[src/rtl/mab_pkg.sv]
`default_nettype none

package mab_pkg;

   // Field widths.
   localparam int RES_W      = 31;
   localparam int WIDE_W     = 64;
   localparam int CMD_W      = 3;
   localparam int RECIP_W    = 64;
   localparam int WORD_W     = 32;
   localparam int PROD_W     = 2 * RES_W;
   localparam int ZH_W       = PROD_W - WORD_W;
   localparam int CSR_IDX_W  = 1;
   localparam int CSR_DATA_W = 64;

   // Remainder pipeline: dividend bits retired per stage.
   localparam int DIV_BITS    = 8;
   localparam int WIDE_STAGES = WIDE_W / DIV_BITS;
   localparam int RES_STAGES  = (RES_W + DIV_BITS - 1) / DIV_BITS;
   localparam int AB_W        = RES_STAGES * DIV_BITS;

   // Stages after the remainder pipeline: operate, partial products, two sums,
   // quotient times modulus, correction.
   localparam int TAIL_STAGES = 6;
   localparam int PIPE_DEPTH  = 1 + WIDE_STAGES + TAIL_STAGES;

   // Operation codes.
   localparam logic [CMD_W-1:0] CMD_ADD    = 3'd0;
   localparam logic [CMD_W-1:0] CMD_SUB    = 3'd1;
   localparam logic [CMD_W-1:0] CMD_MUL    = 3'd2;
   localparam logic [CMD_W-1:0] CMD_NEG    = 3'd3;
   localparam logic [CMD_W-1:0] CMD_INC    = 3'd4;
   localparam logic [CMD_W-1:0] CMD_DEC    = 3'd5;
   localparam logic [CMD_W-1:0] CMD_REDUCE = 3'd6;

   // Register indexes.
   localparam logic [CSR_IDX_W-1:0] CSR_MODULUS    = 1'b0;
   localparam logic [CSR_IDX_W-1:0] CSR_RECIPROCAL = 1'b1;

   // Register values after reset.
   localparam logic [RES_W-1:0]   MODULUS_RESET    = 31'd998244353;
   localparam logic [RECIP_W-1:0] RECIPROCAL_RESET = 64'd18479187003;

   typedef logic [RES_W-1:0] res_type;
   typedef logic [CMD_W-1:0] cmd_type;

   typedef struct packed {
      res_type             modulus;
      logic [RECIP_W-1:0]  reciprocal;
   } cfg_type;

   typedef struct packed {
      cmd_type cmd;
      logic    neg;
      res_type a_rem;
      res_type b_rem;
      res_type w_rem;
   } rem_out_type;

endpackage

`default_nettype wire

[src/rtl/mab_pipe_ctrl.sv]
`default_nettype none

module mab_pipe_ctrl
   import mab_pkg::*;
(
   input  wire logic                  clock,
   input  wire logic                  reset,
   input  wire logic                  in_valid,
   output logic                       in_ready,
   output logic                       out_valid,
   input  wire logic                  out_ready,
   output logic [PIPE_DEPTH-1:0]      adv
);

   logic [PIPE_DEPTH-1:0] vld_ff;
   logic [PIPE_DEPTH-1:0] vld_in;

   // A stage may load when it is empty or when its content moves on.
   always_comb begin
      adv[PIPE_DEPTH-1] = ~vld_ff[PIPE_DEPTH-1] | out_ready;
      for (int k = PIPE_DEPTH - 2; k >= 0; k--) begin
         adv[k] = ~vld_ff[k] | adv[k+1];
      end
   end

   // Valid bits follow the data; a stage that cannot load keeps its bit.
   always_comb begin
      vld_in[0] = adv[0] ? in_valid : vld_ff[0];
      for (int k = 1; k < PIPE_DEPTH; k++) begin
         vld_in[k] = adv[k] ? vld_ff[k-1] : vld_ff[k];
      end
   end

   always_ff @(posedge clock) begin
      if (reset) begin
         vld_ff <= '0;
      end else begin
         vld_ff <= vld_in;
      end
   end

   assign in_ready  = adv[0];
   assign out_valid = vld_ff[PIPE_DEPTH-1];

endmodule

`default_nettype wire

[config.mk]
export PLATFORM = sky130hd
export DESIGN_NAME = mab_pipe_ctrl
export DESIGN_NICKNAME = d
export VERILOG_FILES = /design/src/rtl/mab_pkg.sv /design/src/rtl/mab_pipe_ctrl.sv
export SDC_FILE = /design/constraint.sdc
export NUM_CORES = 1
export LEC_CHECK = 0
export ABC_AREA = 1
export BUFFER_PORTS_ARGS = -buffer_cell sky130_fd_sc_hd__buf_2
export CORE_AREA = 3 3 40 42
export DETAILED_ROUTE_END_ITERATION = 12
export DIE_AREA = 0 0 43 45
export PLACE_DENSITY = 0.75
export SYNTH_ARGS = -nofsm -noshare
export SYNTH_HDL_FRONTEND = slang
export SYNTH_SLANG_ARGS = --single-unit
[constraint.sdc]
create_clock -name clock -period 4.96 [get_ports clock]
set_input_delay 0.992 -clock clock [delete_from_list [all_inputs] [get_ports clock]]
set_output_delay 0.992 -clock clock [all_outputs]
set_load 0.02 [all_outputs]
==> impl_metrics.ini, run 1 <==
[status]
outcome = completed

[placement]
place_congestion = 0.716
place_hpwl_um = 784
io_buffers = 20
placed_area_um2 = 743

[global_route]
grt_overflow = 0
grt_pass1_wl_um = 1740
grt_pass1_vias = 436
grt_usage = 0.127
grt_max_degree = 16
antenna_found_initial = 0

[worst_setup_path]
crit_fanout = 5
crit_slowest_cell = buf_2
crit_required_ns = 3.97
worstSetupPathType = input port to output port
worst-path-buf-inv = 3
path_cells = buf_2 -> inv_1 -> nand4_4 -> nor2_4 -> nand4_4 -> nor2_4 -> nand4_4 -> nor2_8 -> nand4_4 -> buf_2
start_kind = input port
crit_path_frequent_cell = nand4_4
arrival_ns = 2.34
endpoint_kind = output port
cpLargestDelayFamily = simple AND/OR/NAND/NOR gates
critPathMaxStageDelay_ns = 0.18

[routing]
wl_per_cell_um = 9.68
drt-total-wl_um = 997
antenna_left = 0
num_vias = 487
top_layer = met4
drc = 0
wl_met2_um = 459
wl_met1_um = 398
wl_met3_um = 110
drtPass1Iterations = 2
via_per_inst = 4.73
drt_iter0_drc = 2

[finish]
layout.nets = 93
area_delta_synth_final_pct = 21.1
regMostFlops = vld_ff
design_area_um2 = 769
n_antenna_cell = 0
seqCellArea_um2 = 300
multi_input_area_um2 = 264
num-fill-cells = 128
largestRegisters = vld_ff: 15 flops
layout_commonest_cell = buf_2
final_cell_mix = buf_2, inv_1, dfxtp_1, a21oi_1, nor2_1
fin_util = 0.599
drive_above_1_share = 0.398
largest_register_ffs = 15

[clocking]
cts.sinks = 15
cts-buffers-inserted = 3
cts_setup_buffers = 0
cts_buffer_depth = 2
cts-root-buf = clkbuf_4
cts_hold_buf = 0
worstSkewPairLatency_ns = 0.28
h-tree-depth = 1
cts_tree = yes
cts_resized = 0
clkSlewWorstSetupHoldPaths_ns = 0.08

[timing]
fin_crit_ns = 3.33
setup_viol_count_final = 0
fin_crit_sh = 0.672
finalHoldViolCount = 0
rsz0062_at_grt = no
clock.fmax_mhz = 300
maxSlewViolCount = 0
tns_ns = 0
skew_ns = 0.00139
slew_headroom = 0.814
worstMarginPinSlew_ns = 0.280

[synthesis]
syn_area_per_cell_um2 = 9.63
ys_ff_latch = 15
yosysTopAreaCell = dfxtp_1
synth_nets = 70
synth_area_um2 = 636
ys_types = 14
synth.top_cell.area_share = 0.472
ys_top_cells_by_area = dfxtp_1, nand4_4, inv_1, a21oi_1, a21oi_2
syn_inst = 66
yosysWarnings = 0
yosysSeqAreaShare = 0.472

[power]
switchingPower_mw = 0.0417
switching_share = 0.212
pwr-share-comb = 0.028
clockPowerShare = 0.345
internal_power_mw = 0.155
leakagePower_nw = 0.322
power_density_mw_per_mm2 = 255
finalPower_mw = 0.196
p_seq_frac = 0.627
ir_worst_vdd_v = 0.000158

[die]
rows = 13
start_util = 0.495
die_width_um = 43
die-area_mm2 = 0.00194
die_y_um = 45
io_pins = 21
core_mm2 = 0.00128

[hold_path]
hp-class = flip-flop to flip-flop

[flow_run]
cap_viol_max_count = 0
==> cell usage after synthesis <==
master / n
nand3_2: 1
dfxtp_1: 15
a21oi_2: 3
a21oi_1: 9
nor2_4: 2
buf_4: 1
nand4_4: 4
clkbuf_1: 1
inv_1: 16
nand3_1: 3
nor2_8: 1
nor2_1: 6
nand2_2: 1
nand2_1: 3
==> cell type report <==
type / instances / area share
Sequential cell: 15 / 0.390
Multi-Input combinational cell: 33 / 0.343
Timing Repair Buffer: 20 / 0.130
Inverter: 16 / 0.0780
Clock buffer: 4 / 0.0341
Tap cell: 15 / 0.0244
==> cells by family after synthesis <==
family | count (synthesis) | synth area share
compound gates | 12 | 0.112
buf+inv | 18 | 0.112
simple gates | 21 | 0.303
flops | 15 | 0.472
==> tightest hold or removal path: cells and delay by family (launching register included) <==
family                 cells  cell delay [ns]
DFF                        1             0.34
buffers and inverters      1             0.06
AOI/OAI and AO/OA          1             0.05
==> path summary, 6_finish.rpt <==
path	startpoint	depth (start not counted)	endpoint	slack [ns]
min	vld_ff[12]	2	vld_ff[13]	0.49
max reg2reg	vld_ff[14]	8	vld_ff[0]	3.37
min reg2reg	vld_ff[12]	2	vld_ff[13]	0.49
max	out_ready	10	adv[0]	1.63
==> power by group through the flow <==
| stage | clock, mW | sequential, mW | combinational (mW) |
|---|---|---|---|
| global placement | 0 | 0.126 | 0.00557 |
| CTS | 0.0716 | 0.123 | 0.00569 |
| global route | 0.0788 | 0.123 | 0.00625 |
| floorplan | 0 | 0.126 | 0.00362 |
| detailed placement | 0 | 0.126 | 0.00566 |
| finish | 0.0678 | 0.123 | 0.00552 |
==> metal layers <==
layer | track usage | vias to the layer above
li1 | - | 252
met1 | 0.132 | 210
met2 | 0.198 | 21
met3 | 0.0558 | 4
met4 | 0.108 | 0
met5 | 0 | -
==> through the flow <==
stage               hold slack, ns  instances  worst slack (ns)
floorplan                    0.459         66              1.49
global placement             0.473         99              1.64
CTS                          0.492        103              1.60
global route                 0.515        103              1.46
detailed placement           0.480         99              1.60
finish                       0.486        103              1.63
Power figures use the tool's default switching activity.
==> inputs of run 2 (changes only) <==
--- a/config.mk
+++ b/config.mk
@@ -5,12 +5,12 @@
 export SDC_FILE = /design/constraint.sdc
 export NUM_CORES = 1
 export LEC_CHECK = 0
-export ABC_AREA = 1
+export ABC_AREA = 0
 export BUFFER_PORTS_ARGS = -buffer_cell sky130_fd_sc_hd__buf_2
-export CORE_AREA = 3 3 40 42
+export CORE_AREA = 3 3 43 45
 export DETAILED_ROUTE_END_ITERATION = 12
-export DIE_AREA = 0 0 43 45
-export PLACE_DENSITY = 0.75
+export DIE_AREA = 0 0 46 48
+export PLACE_DENSITY = 0.69
 export SYNTH_ARGS = -nofsm -noshare
 export SYNTH_HDL_FRONTEND = slang
 export SYNTH_SLANG_ARGS = --single-unit
==> constraint.sdc (replaced) <==
create_clock -name clock -period 3.3 [get_ports clock]
set_input_delay 0.66 -clock clock [delete_from_list [all_inputs] [get_ports clock]]
set_output_delay 0.66 -clock clock [all_outputs]
set_load 0.02 [all_outputs]
==> run 2 against run 1 <==
Against the previous run: utilization decreased by 7.6 points; sequential cell count unchanged; register-to-register slack got worse by 1.7 ns; routed wire length increased by 47%; non-clock buffer count increased by 1; global-route usage increased by 3.3 points; critical endpoint is now adv[1]; largest power group unchanged.
==> impl_metrics.ini, run 2 <==
[power]
power_density_mw_per_mm2 = 378
leakagePower_nw = 0.276
finalPower_mw = 0.298
ir_worst_vdd_v = 0.000265

[placement]
io_buffers = 20
place_inst = 110
place_hpwl_um = 1050
dpl_worst_slack_ns = 0.704
place_congestion = 0.804

[finish]
layout_commonest_cell = buf_2
largest_register_ffs = 15
n_antenna_cell = 0
drive_above_1_share = 0.296
area_delta_synth_final_pct = 16.0
stdcell_count = 114
regMostFlops = vld_ff
final_cell_mix = buf_2, dfxtp_1, nand4_1
largestRegisters = vld_ff: 15 flops
layout.nets = 103

[routing]
antenna_left = 0
drt-total-wl_um = 1470
drt_iter0_drc = 12
via_per_inst = 5.36
wl_per_cell_um = 12.9
drtPass1Iterations = 2
num_vias = 611
drc = 0

[global_route]
grt_max_degree = 14
grt_pass1_wl_um = 2410
grt_pass1_vias = 508
antenna_found_initial = 0
grt_usage = 0.160
grt_overflow = 0

[worst_setup_path]
arrival_ns = 1.94
endpoint_kind = output port
startpoint = out_ready
reg2reg_slack_ns = 1.72
worst-path-buf-inv = 3
worstSetupPathType = input port to output port
reg2reg_depth = 5
regToRegEndpoint = vld_ff[0]
crit_cells = 6
critPathMaxStageDelay_ns = 0.52
cpLargestDelayFamily = simple AND/OR/NAND/NOR gates
start_kind = input port
crit_slowest_cell = or4_1
path_cells = buf_2 -> and4b_1 -> buf_4 -> nand2_1 -> or4_1 -> buf_2
r2r_start = vld_ff[13]
crit_path_frequent_cell = buf_2
crit_required_ns = 2.64
crit_fanout = 10

[clocking]
cts_resized = 0
cts.sinks = 15
cts-root-buf = clkbuf_4
cts_hold_buf = 0
cts_buffer_depth = 2
clkSlewWorstSetupHoldPaths_ns = 0.08
cts_tree = yes
worstSkewPairLatency_ns = 0.28
h-tree-depth = 1
cts-buffers-inserted = 3
cts_setup_buffers = 0

[timing]
skew_ns = 0.00231
finalHoldViolCount = 0
tns_ns = 0
setup_viol_count_final = 0
slew_headroom = 0.804
maxSlewViolCount = 0
setup_ws_ns = 0.703
clock.fmax_mhz = 385
hold_ws_ns = 0.470
rsz0062_at_grt = no
worstMarginPinSlew_ns = 0.294
fin_crit_sh = 0.787
fin_crit_ns = 2.60

[synthesis]
syn_inst = 78
yosysWarnings = 0
syn_area_per_cell_um2 = 8.71
ys_types = 25
yosysMostFrequentCell = dfxtp_1
synth_area_um2 = 679
ys_top_cells_by_area = dfxtp_1, nand4_1, a21oi_1, inv_1, nor2_1
yosysTopAreaCell = dfxtp_1
synth_edf_count = 0
yosysSeqAreaShare = 0.442
synth.top_cell.area_share = 0.442
synth_nets = 82
ys.flop_type = dfxtp_1
synth_common_cells = dfxtp_1, nand4_1, a21oi_1, inv_1, nor2_1
async_flop_share = 0
ys_ff_latch = 15

[flow_run]
cap_viol_max_count = 0

[die]
die_width_um = 46
start_util = 0.451
core_mm2 = 0.00151
die_y_um = 48
die-area_mm2 = 0.00221
rows = 14
io_pins = 21

[hold_path]
hp-class = flip-flop to flip-flop
min_path_cells = 2
min_to = vld_ff[10]
min-delay-start = vld_ff[9]

[status]
outcome = completed
==> run 2: cell types whose count changed after synthesis, sizes merged, moves of 3 or more <==
cell	previous run	this run
and3	0	3
nand4	4	8
buf	1	5
a21oi	12	7
inv	16	9
==> run 2: area by class of cell <==
type                       instances  area [um2]
fill                             157         718
sequential                        15         300
multi-input combinational         49         298
timing repair buffer              21         108
inverter                           9        36.3
clock buffer                       4        26.3
tap                               16        20.0
==> run 2: power by group <==
part,internal [mW],total (mW),leakage (nW),switching (mW)
combinational,0.00317,0.00940,0.139,0.00623
sequential,0.183,0.184,0.121,0.00153
clock,0.0470,0.104,0.0150,0.0570
==> run 2: metrics by stage <==
step	area [um2]	util
2_1_floorplan	679	-
3_3_place_gp	762	0.506
3_5_place_dp	762	0.506
4_1_cts	788	0.523
5_1_grt	788	0.523
6_report	788	0.523
==> run 2: kinds of logic after synthesis <==
| group | Yosys count | share of synthesized area |
|---|---|---|
| AND/OR/NAND/NOR | 36 | 0.293 |
| AO/OA/AOI/OAI | 13 | 0.145 |
| buffers and inverters | 14 | 0.120 |
| flip-flops | 15 | 0.442 |
==> run 2: worst register-to-register path, delay by kind of cell, from the launching register on <==
family / cells / cell delay [ns]
simple gates: 2 / 0.75
flops: 1 / 0.37
buf+inv: 2 / 0.22
compound gates: 1 / 0.16
==> run 2: how the worst max path moves through the flow <==
stage,to,slack (ns)
after global routing,adv[1],0.65
final,adv[1],0.70
after detailed placement,adv[1],0.70
after global placement,adv[1],0.72
after floorplan,adv[1],0.79
after CTS,adv[1],0.70
==> run 2: metal layers <==
metal	global-route usage	vias up	wire (um)
li1	-	315	-
met1	0.201	280	727
met2	0.231	14	636
met3	0.0789	2	89
met4	0.0682	0	16
met5	0	-	0
